==> src/ucrr_pkg.sv <==
// ----------------------------------------------------------------------------
// ucrr_pkg
// Shared constants, types and the descriptor table of the control responder.
// ----------------------------------------------------------------------------
package ucrr_pkg;

  localparam int MAX_PACKET_BYTES = 8;
  localparam int ROM_DEPTH        = 128;
  localparam int ROM_USED         = 110;

  localparam logic [1:0] OP_SETUP = 2'd0;
  localparam logic [1:0] OP_TX    = 2'd1;
  localparam logic [1:0] OP_RESET = 2'd2;

  localparam logic [7:0] REQ_SET_ADDRESS = 8'd5;
  localparam logic [7:0] REQ_GET_DESC    = 8'd6;
  localparam logic [7:0] REQ_SET_CONFIG  = 8'd9;

  localparam logic [7:0] DESC_TYPE_DEVICE = 8'd1;
  localparam logic [7:0] DESC_TYPE_CONFIG = 8'd2;
  localparam logic [7:0] DESC_TYPE_STRING = 8'd3;

  localparam logic [7:0] PID_DATA1 = 8'h4B;
  localparam logic [7:0] PID_DATA0 = 8'hC3;

  localparam logic [15:0] CRC_POLY = 16'hA001;

  typedef enum logic [1:0] {
    ST_IDLE,
    ST_SEND,
    ST_OUT
  } state_t;

  function automatic logic [7:0] rom_byte(input logic [7:0] a);
    logic [7:0] r;
    r = 8'd0;
    case (a)
      8'd0: r = 8'd18;   8'd1: r = 8'd1;    8'd2: r = 8'h10;   8'd3: r = 8'h01;
      8'd7: r = 8'd8;    8'd8: r = 8'hC0;   8'd9: r = 8'h16;   8'd10: r = 8'hDF;
      8'd11: r = 8'h05;  8'd13: r = 8'h01;  8'd14: r = 8'd1;   8'd15: r = 8'd2;
      8'd16: r = 8'd3;   8'd17: r = 8'd1;
      8'd18: r = 8'd9;   8'd19: r = 8'd2;   8'd20: r = 8'd34;  8'd22: r = 8'd1;
      8'd23: r = 8'd1;   8'd25: r = 8'h80;  8'd26: r = 8'd50;
      8'd27: r = 8'd9;   8'd28: r = 8'd4;   8'd31: r = 8'd1;   8'd32: r = 8'd3;
      8'd36: r = 8'd9;   8'd37: r = 8'h21;  8'd38: r = 8'h01;  8'd39: r = 8'h01;
      8'd41: r = 8'h01;  8'd42: r = 8'h22;
      8'd45: r = 8'd7;   8'd46: r = 8'd5;   8'd47: r = 8'h81;  8'd48: r = 8'h03;
      8'd49: r = 8'd8;   8'd51: r = 8'd100;
      8'd52: r = 8'd4;   8'd53: r = 8'd3;   8'd54: r = 8'h09;  8'd55: r = 8'h04;
      8'd56: r = 8'd22;  8'd57: r = 8'd3;   8'd58: r = "C";    8'd60: r = "O";
      8'd62: r = "K";    8'd64: r = "P";    8'd66: r = "O";    8'd68: r = "W";
      8'd70: r = "E";    8'd72: r = "H";    8'd74: r = "E";    8'd76: r = "U";
      8'd78: r = 8'd24;  8'd79: r = 8'd3;   8'd80: r = "H";    8'd82: r = "I";
      8'd84: r = "D";    8'd86: r = " ";    8'd88: r = "e";    8'd90: r = "x";
      8'd92: r = "a";    8'd94: r = "m";    8'd96: r = "p";    8'd98: r = "l";
      8'd100: r = "e";
      8'd102: r = 8'd8;  8'd103: r = 8'd3;  8'd104: r = "0";   8'd106: r = ".";
      8'd108: r = "1";
      default: r = 8'd0;
    endcase
    return r;
  endfunction

endpackage

==> src/ucrr_crc.sv <==
// ----------------------------------------------------------------------------
// ucrr_crc
// Bit-serial USB CRC-16, one data bit per cycle while shift is high, least significant bit first.
// ----------------------------------------------------------------------------
module ucrr_crc (
  input  logic        clk,
  input  logic        init,
  input  logic        shift,
  input  logic        din,
  output logic [15:0] crc
);

  logic [15:0] crc_next;

  always_comb begin
    crc_next = crc;
    if (init) begin
      crc_next = 16'hFFFF;
    end else if (shift) begin
      crc_next = {1'b0, crc[15:1]} ^ ((crc[0] ^ din) ? ucrr_pkg::CRC_POLY : 16'd0);
    end
  end

  always_ff @(posedge clk) begin
    crc <= crc_next;
  end

endmodule

==> src/usb_control_request_responder.sv <==
// A setup, bus reset or idle transmit item passes from idle to the output
// state; a transmit item with reply bytes first passes the send state, where
// the bit-serial CRC shifts one data bit per cycle.
// One item is in work at a time; the next is taken once the result is taken.
// Synchronous reset clears the state, reply bookkeeping, address and configuration.
// ----------------------------------------------------------------------------
// usb_control_request_responder
// Endpoint-zero setup decoder and descriptor reply packetizer.
// ----------------------------------------------------------------------------
module usb_control_request_responder #(
  parameter int MAX_PACKET_BYTES = ucrr_pkg::MAX_PACKET_BYTES,
  parameter int ROM_DEPTH        = ucrr_pkg::ROM_DEPTH
) (
  input  logic        clk,
  input  logic        rst,
  input  logic        in_valid,
  output logic        in_ready,
  input  logic [1:0]  opcode,
  input  logic [3:0]  packet_len,
  input  logic [7:0]  request_type,
  input  logic [7:0]  request_code,
  input  logic [7:0]  value_low,
  input  logic [7:0]  value_high,
  input  logic [7:0]  length_low,
  input  logic [7:0]  length_high,
  output logic        out_valid,
  input  logic        out_ready,
  output logic        tx_valid,
  output logic [7:0]  tx_pid,
  output logic [63:0] tx_data,
  output logic [3:0]  tx_count,
  output logic [15:0] tx_crc,
  output logic        reply_done,
  output logic [7:0]  pending_address,
  output logic [7:0]  configuration_value
);

  ucrr_pkg::state_t state, state_next;

  logic       reply_pending;
  logic [7:0] bytes_remaining;
  logic [6:0] rom_position;
  logic       data_toggle;
  logic [7:0] cur_byte;
  logic [2:0] bit_cnt;
  logic [3:0] byte_cnt;
  logic [3:0] n_bytes;
  logic       crc_init;
  logic       crc_shift;
  logic [15:0] crc;
  logic [7:0] rom_q;
  logic       accept;
  logic [7:0] len_sel;
  logic [6:0] at_sel;

  assign accept   = in_valid && in_ready;
  assign in_ready = (state == ucrr_pkg::ST_IDLE) && !out_valid;

  always_comb begin
    rom_q = (32'(rom_position) < ROM_DEPTH) ? ucrr_pkg::rom_byte({1'b0, rom_position})
                                           : 8'd0;
  end

  always_comb begin
    len_sel = 8'd0;
    at_sel  = rom_position;
    if (request_type[6:5] == 2'd0 && request_code == ucrr_pkg::REQ_GET_DESC) begin
      unique case (value_high)
        ucrr_pkg::DESC_TYPE_DEVICE: begin at_sel = 7'd0;  len_sel = 8'd18; end
        ucrr_pkg::DESC_TYPE_CONFIG: begin at_sel = 7'd18; len_sel = 8'd34; end
        ucrr_pkg::DESC_TYPE_STRING: begin
          case (value_low)
            8'd0: begin at_sel = 7'd52;  len_sel = 8'd4;  end
            8'd1: begin at_sel = 7'd56;  len_sel = 8'd22; end
            8'd2: begin at_sel = 7'd78;  len_sel = 8'd24; end
            8'd3: begin at_sel = 7'd102; len_sel = 8'd8;  end
            default: ;
          endcase
        end
        default: ;
      endcase
    end
    if (length_high == 8'd0 && len_sel > length_low) len_sel = length_low;
  end

  assign crc_init  = accept;
  assign crc_shift = (state == ucrr_pkg::ST_SEND) && (byte_cnt != n_bytes);

  ucrr_crc u_crc (
    .clk   (clk),
    .init  (crc_init),
    .shift (crc_shift),
    .din   (cur_byte[0]),
    .crc   (crc)
  );

  always_comb begin
    state_next = state;
    unique case (state)
      ucrr_pkg::ST_IDLE: if (accept) begin
        state_next = (opcode == ucrr_pkg::OP_TX && reply_pending) ?
                     ucrr_pkg::ST_SEND : ucrr_pkg::ST_OUT;
      end
      ucrr_pkg::ST_SEND: if (byte_cnt == n_bytes) state_next = ucrr_pkg::ST_OUT;
      ucrr_pkg::ST_OUT:  state_next = ucrr_pkg::ST_IDLE;
      default: state_next = ucrr_pkg::ST_IDLE;
    endcase
  end

  always_ff @(posedge clk) begin
    if (rst) begin
      state <= ucrr_pkg::ST_IDLE;
      out_valid <= 1'b0;
      reply_pending <= 1'b0;
      bytes_remaining <= 8'd0;
      rom_position <= 7'd0;
      data_toggle <= 1'b0;
      pending_address <= 8'd0;
      configuration_value <= 8'd0;
      tx_valid <= 1'b0;
    end else begin
      state <= state_next;
      if (out_valid && out_ready) out_valid <= 1'b0;
      if (accept) begin
        tx_valid <= 1'b0;
        tx_pid <= 8'd0;
        tx_data <= 64'd0;
        tx_count <= 4'd0;
        tx_crc <= 16'd0;
        reply_done <= 1'b0;
        byte_cnt <= 4'd0;
        bit_cnt <= 3'd0;
        unique case (opcode)
          ucrr_pkg::OP_SETUP: if (packet_len == 4'd8) begin
            if (request_type[6:5] == 2'd0 && request_code == ucrr_pkg::REQ_SET_ADDRESS)
              pending_address <= value_low;
            if (request_type[6:5] == 2'd0 && request_code == ucrr_pkg::REQ_SET_CONFIG)
              configuration_value <= value_low;
            rom_position <= at_sel;
            bytes_remaining <= len_sel;
            data_toggle <= 1'b0;
            reply_pending <= 1'b1;
          end
          ucrr_pkg::OP_TX: if (reply_pending) begin
            n_bytes <= (bytes_remaining > 8'(MAX_PACKET_BYTES)) ?
                       4'(MAX_PACKET_BYTES) : bytes_remaining[3:0];
            cur_byte <= rom_q;
          end
          ucrr_pkg::OP_RESET: pending_address <= 8'd0;
          default: ;
        endcase
      end
      if (state == ucrr_pkg::ST_SEND) begin
        if (byte_cnt != n_bytes) begin
          tx_data <= {cur_byte[0], tx_data[63:1]};
          bit_cnt <= bit_cnt + 3'd1;
          if (bit_cnt == 3'd7) begin
            byte_cnt <= byte_cnt + 4'd1;
            rom_position <= rom_position + 7'd1;
            cur_byte <= ucrr_pkg::rom_byte({1'b0, rom_position + 7'd1}) &
                        {8{32'(7'(rom_position + 7'd1)) < ROM_DEPTH}};
          end else begin
            cur_byte <= {1'b0, cur_byte[7:1]};
          end
        end else begin
          if (bit_cnt == 3'd0 && byte_cnt != 4'd8) begin
            tx_data <= tx_data >> (7'd64 - {byte_cnt, 3'd0});
          end
          tx_valid <= 1'b1;
          tx_pid <= data_toggle ? ucrr_pkg::PID_DATA0 : ucrr_pkg::PID_DATA1;
          data_toggle <= ~data_toggle;
          tx_count <= n_bytes;
          tx_crc <= ~crc;
          bytes_remaining <= bytes_remaining - {4'd0, n_bytes};
          if (n_bytes < 4'(MAX_PACKET_BYTES)) begin
            reply_done <= 1'b1;
            reply_pending <= 1'b0;
          end
        end
      end
      if (state == ucrr_pkg::ST_OUT) out_valid <= 1'b1;
    end
  end

  a_ready_idle: assert property (@(posedge clk) disable iff (rst)
    in_ready |-> !out_valid) else $error("ready while result held");
  a_count_max: assert property (@(posedge clk) disable iff (rst)
    out_valid |-> tx_count <= 4'(MAX_PACKET_BYTES)) else $error("count too large");
  a_done_short: assert property (@(posedge clk) disable iff (rst)
    (out_valid && reply_done) |-> tx_valid && tx_count < 4'(MAX_PACKET_BYTES))
    else $error("done on full packet");
  a_pid: assert property (@(posedge clk) disable iff (rst)
    (out_valid && tx_valid) |-> (tx_pid == ucrr_pkg::PID_DATA0 ||
    tx_pid == ucrr_pkg::PID_DATA1)) else $error("bad pid");

endmodule

==> config.mk <==
export PLATFORM = sky130hd
export DESIGN_NAME = usb_control_request_responder
export DESIGN_NICKNAME = d
export VERILOG_FILES = /design/src/ucrr_pkg.sv /design/src/ucrr_crc.sv /design/src/usb_control_request_responder.sv
export SDC_FILE = /design/constraint.sdc
export NUM_CORES = 1
export LEC_CHECK = 0
export BUFFER_PORTS_ARGS = -buffer_cell sky130_fd_sc_hd__buf_2
export CORE_MARGIN = 2
export CORE_UTILIZATION = 53
export DETAILED_ROUTE_END_ITERATION = 8
export HOLD_SLACK_MARGIN = 0.1
export PLACE_DENSITY = 0.86
export SLEW_MARGIN = 0
export SYNTH_ARGS = -nofsm -noshare
export SYNTH_HDL_FRONTEND = slang
export SYNTH_SLANG_ARGS = --single-unit
export TNS_END_PERCENT = 20
==> constraint.sdc <==
create_clock -name clk -period 3.67 [get_ports clk]
set_input_delay 0.1835 -clock clk [delete_from_list [all_inputs] [get_ports clk]]
set_output_delay 0.1835 -clock clk [all_outputs]
set_load 0.01 [all_outputs]
==> summary.txt <==
Yosys
  • Predominant post-synthesis flop cell: edfxtp_1
  • Post-Syn Instances: about 1400
  • Register area share after synthesis: 0.375
  • Ys Warns: 0
  • Yosys top cell area share: 0.275
  • Post-synth EDFFs: about 110
  • Mean Syn Cell Area: roughly 8.5 sq um
  • Synth Register Bits: 173
  • Library cells used by synthesis: 85
  • Post-Syn Area: around 12000 sq um
  • Async SR Flop Fraction: 0
  • Syn Nets: about 1500
  • Most area-hungry cell type in the Yosys netlist: edfxtp_1
  • Synth area leaders: edfxtp_1, dfxtp_1, o21ai_0

GRT
  • GR Util All Layers: 0.319
  • Largest net degree at the start of global routing: 71
  • Vias in the first global route: approximately 12000
  • Gr ovfl total: 0
  • First-pass GRT wire length: 62.1 mm
  • Antenna violations before repair: 0

Place
  • DP Cell Count: 1837
  • Detail Placement HPWL: roughly 27 mm
  • Setup WS pre-CTS: approximately 0.029 ns
  • Dpl cell area: ~14000 sq um
  • RePlAce Congestion: about 1.0
  • Port bufs: 163

Route
  • Vias per cell: 6.70
  • DRC viols: 0
  • First drt pass iteration count: 6
  • Routed WL: roughly 40 mm
  • DR iter-0 viols: approximately 1500
  • DRT antenna net count: 0
  • WL/cell: ~21 um
  • Via count: about 13000

STA
  • Final Critical Period: about 3.5 ns
  • FMAX: about 280 MHz
  • Final Hold Viols: 0
  • Fraction of the cycle the final worst path needs: 0.957
  • Worst Tran Pin Value: about 0.94 ns
  • RSZ-0062 raised after global routing: no
  • Setup TNS: 0 ns
  • Layout Skew: ~0.012 ns
  • Worst rel slew slack: 0.372
  • Final Hold Slack: between 0.15 and 0.2 ns
  • Setup Viol. Count Final: 0
  • Final WS setup: about 0.16 ns
  • Slew Viols, Final: 0

CTS
  • Clock sinks: around 170
  • CTS tree: done
  • CTS Buffer Depth: 2
  • Root Buffer: clkbuf_16
  • Clock network latency to the later pin of the worst-skew pair: about 0.44 ns
  • # Post-CTS Setup Buffers: 0
  • Clock-pin slew on the worst setup and hold paths: about 0.07 ns
  • H-tree depth: 4
  • Num CTS Buffers: 17

Die
  • I/O pin count: 170
  • Die area: about 24000 sq um
  • Effective utilization at floorplan: 0.540
  • DIE HEIGHT: around 160 um
  • Row count: 55
  • Core box area: approximately 23000 sq um
  • Die X: approximately 160 um

Setup path
  • Kind of critical path: in -> reg
  • Critical path peak fanout: 4
  • Startpoint Class: primary input
  • R2R setup slack: roughly 0.32 ns
  • Critical path data required time: 4.03 ns
  • WP data arrival: between 3 and 4 ns
  • Worst Setup End Kind: flop

Layout
  • Layout cells sized above 1: 0.207
  • Final instance area: approximately 14000 sq um
  • Area Overhead vs Synth: 16.5%
  • Multi-input gate area in the final layout: between 7000 and 8000 sq um
  • Nets: 1669
  • N_diodes: 0
  • Final Non-Filler Cells: about 1900
  • Reg area: ~4600 sq um
  • Fillers: approximately 1900
  • Final core occ: 0.629

Pwr
  • Tot Pwr: between 4 and 5 mW
  • LEAKAGE: 5.57 nW
  • Pwr/cell area: ~350 nW/um^2
  • Peak supply drop: approximately 300 uV

Flow run
  • Max_cap viols: 0

Run status
  • Outcome: finished clean

Hold path
  • Worst min path class: in -> reg
## sequential cells by signal, summed over array words and instances (netlist names), 7 cells and up
name,cells
rom_q,8
tx_crc,16
pending_address,8
tx_data,64
rom_position,7
bytes_remaining,8
tx_pid,8
cur_byte,8
u_crc.crc,16
configuration_value,8
## Yosys cell counts (all sizes together), types with 4 or more instances
cell type / count
clkbuf: 101
a211oi: 24
nand2b: 16
inv: 29
edfxtp: 112
xor2: 9
or3: 5
mux2i: 65
a31oi: 20
mux2: 23
dfxtp: 61
nor4b: 4
a311oi: 8
buf: 27
and2: 6
or4: 5
nor3: 34
and3: 12
nand3b: 4
nand3: 82
o211ai: 47
a221oi: 4
nor4: 12
a21boi: 4
nor2b: 9
o41ai: 4
ha: 30
nand2: 169
nor2: 86
o221ai: 4
a2111oi: 4
a22o: 16
a21oi: 88
nand4: 4
xnor2: 14
a22oi: 63
o31ai: 5
or2: 4
o311ai: 9
a21o: 8
o22ai: 5
o21ai: 163
## where the power goes
| part | internal, mW | leakage, nW | switching, mW |
|---|---|---|---|
| Sequential | 2.19 | 1.63 | 0.139 |
| Combinational | 0.332 | 3.66 | 0.539 |
| Clock | 0.917 | 0.279 | 0.866 |
| Total | 3.44 | 5.57 | 1.54 |
## critical path, stage by stage
cell,delay [ns]
dlygate4sd3_1,0.54
buf_2,0.16
or4_1,0.59
nor4b_2,0.35
nand2_1,0.13
a21oi_1,0.30
ha_1,0.31
a21o_1,0.16
a21oi_1,0.17
nor3_2,0.07
o311ai_0,0.48
buf_4,0.20
o211ai_1,0.09
a21oi_1,0.13
## path summary, 6_finish.rpt
path,startpoint,end,depth (start not counted)
setup / recovery,value_low[6],bytes_remaining[3],14
hold reg to reg,tx_valid,tx_valid,2
setup reg to reg,bit_cnt[0],rom_q[1],16
hold / removal,length_low[5],bytes_remaining[5],4
## timing repair
item	in CTS	in global routing
setup endpoints to repair	0	10
resized for setup	0	6
hold buffers	9	0
hold endpoints to repair	14	0
## metal layers
metal  up-vias  GRT usage  part of all wire
met4         0      0.175             0.054
li1       5709          -                 -
met5         -          0                 0
met1      5856      0.404              0.38
met2       848      0.517              0.47
met3       175     0.0583             0.098
## kinds of logic (layout without fill, tap and decap cells)
kind of cell | count (synthesis) | count (layout) | share of synthesized area
compound gates | 503 | 503 | 0.268
mux | 88 | 88 | 0.0744
simple gates | 462 | 462 | 0.179
xor+xnor | 23 | 23 | 0.0165
buf+inv | 159 | 313 | 0.0551
fa+ha+maj | 31 | 31 | 0.0323
flops | 173 | 173 | 0.375
## cell type report
type | instances | area share
Sequential cell | 173 | 0.322
Tap cell | 285 | 0.0250
Clock buffer | 19 | 0.0311
Clock inverter | 13 | 0.00870
Timing Repair Buffer | 250 | 0.110
Inverter | 31 | 0.00870
Multi-Input combinational cell | 1107 | 0.494
## cells in the final DEF, fill, tap and decap left out, types with 17 or more instances in the layout
| master | Yosys | layout |
|---|---|---|
| a211oi_1 | 24 | 24 |
| a21oi_1 | 88 | 88 |
| a22oi_1 | 63 | 63 |
| a31oi_1 | 20 | 20 |
| buf_2 | 6 | 163 |
| buf_4 | 7 | 72 |
| clkbuf_16 | 0 | 17 |
| dfxtp_1 | 61 | 61 |
| edfxtp_1 | 112 | 112 |
| ha_1 | 30 | 28 |
| inv_1 | 26 | 25 |
| mux2_2 | 23 | 23 |
| mux2i_1 | 65 | 65 |
| nand2_1 | 168 | 167 |
| nand3_1 | 82 | 82 |
| nor2_1 | 85 | 82 |
| nor3_1 | 34 | 32 |
| o211ai_1 | 47 | 47 |
| o21ai_0 | 163 | 163 |
No activity file was read; power rests on OpenSTA's default activity.
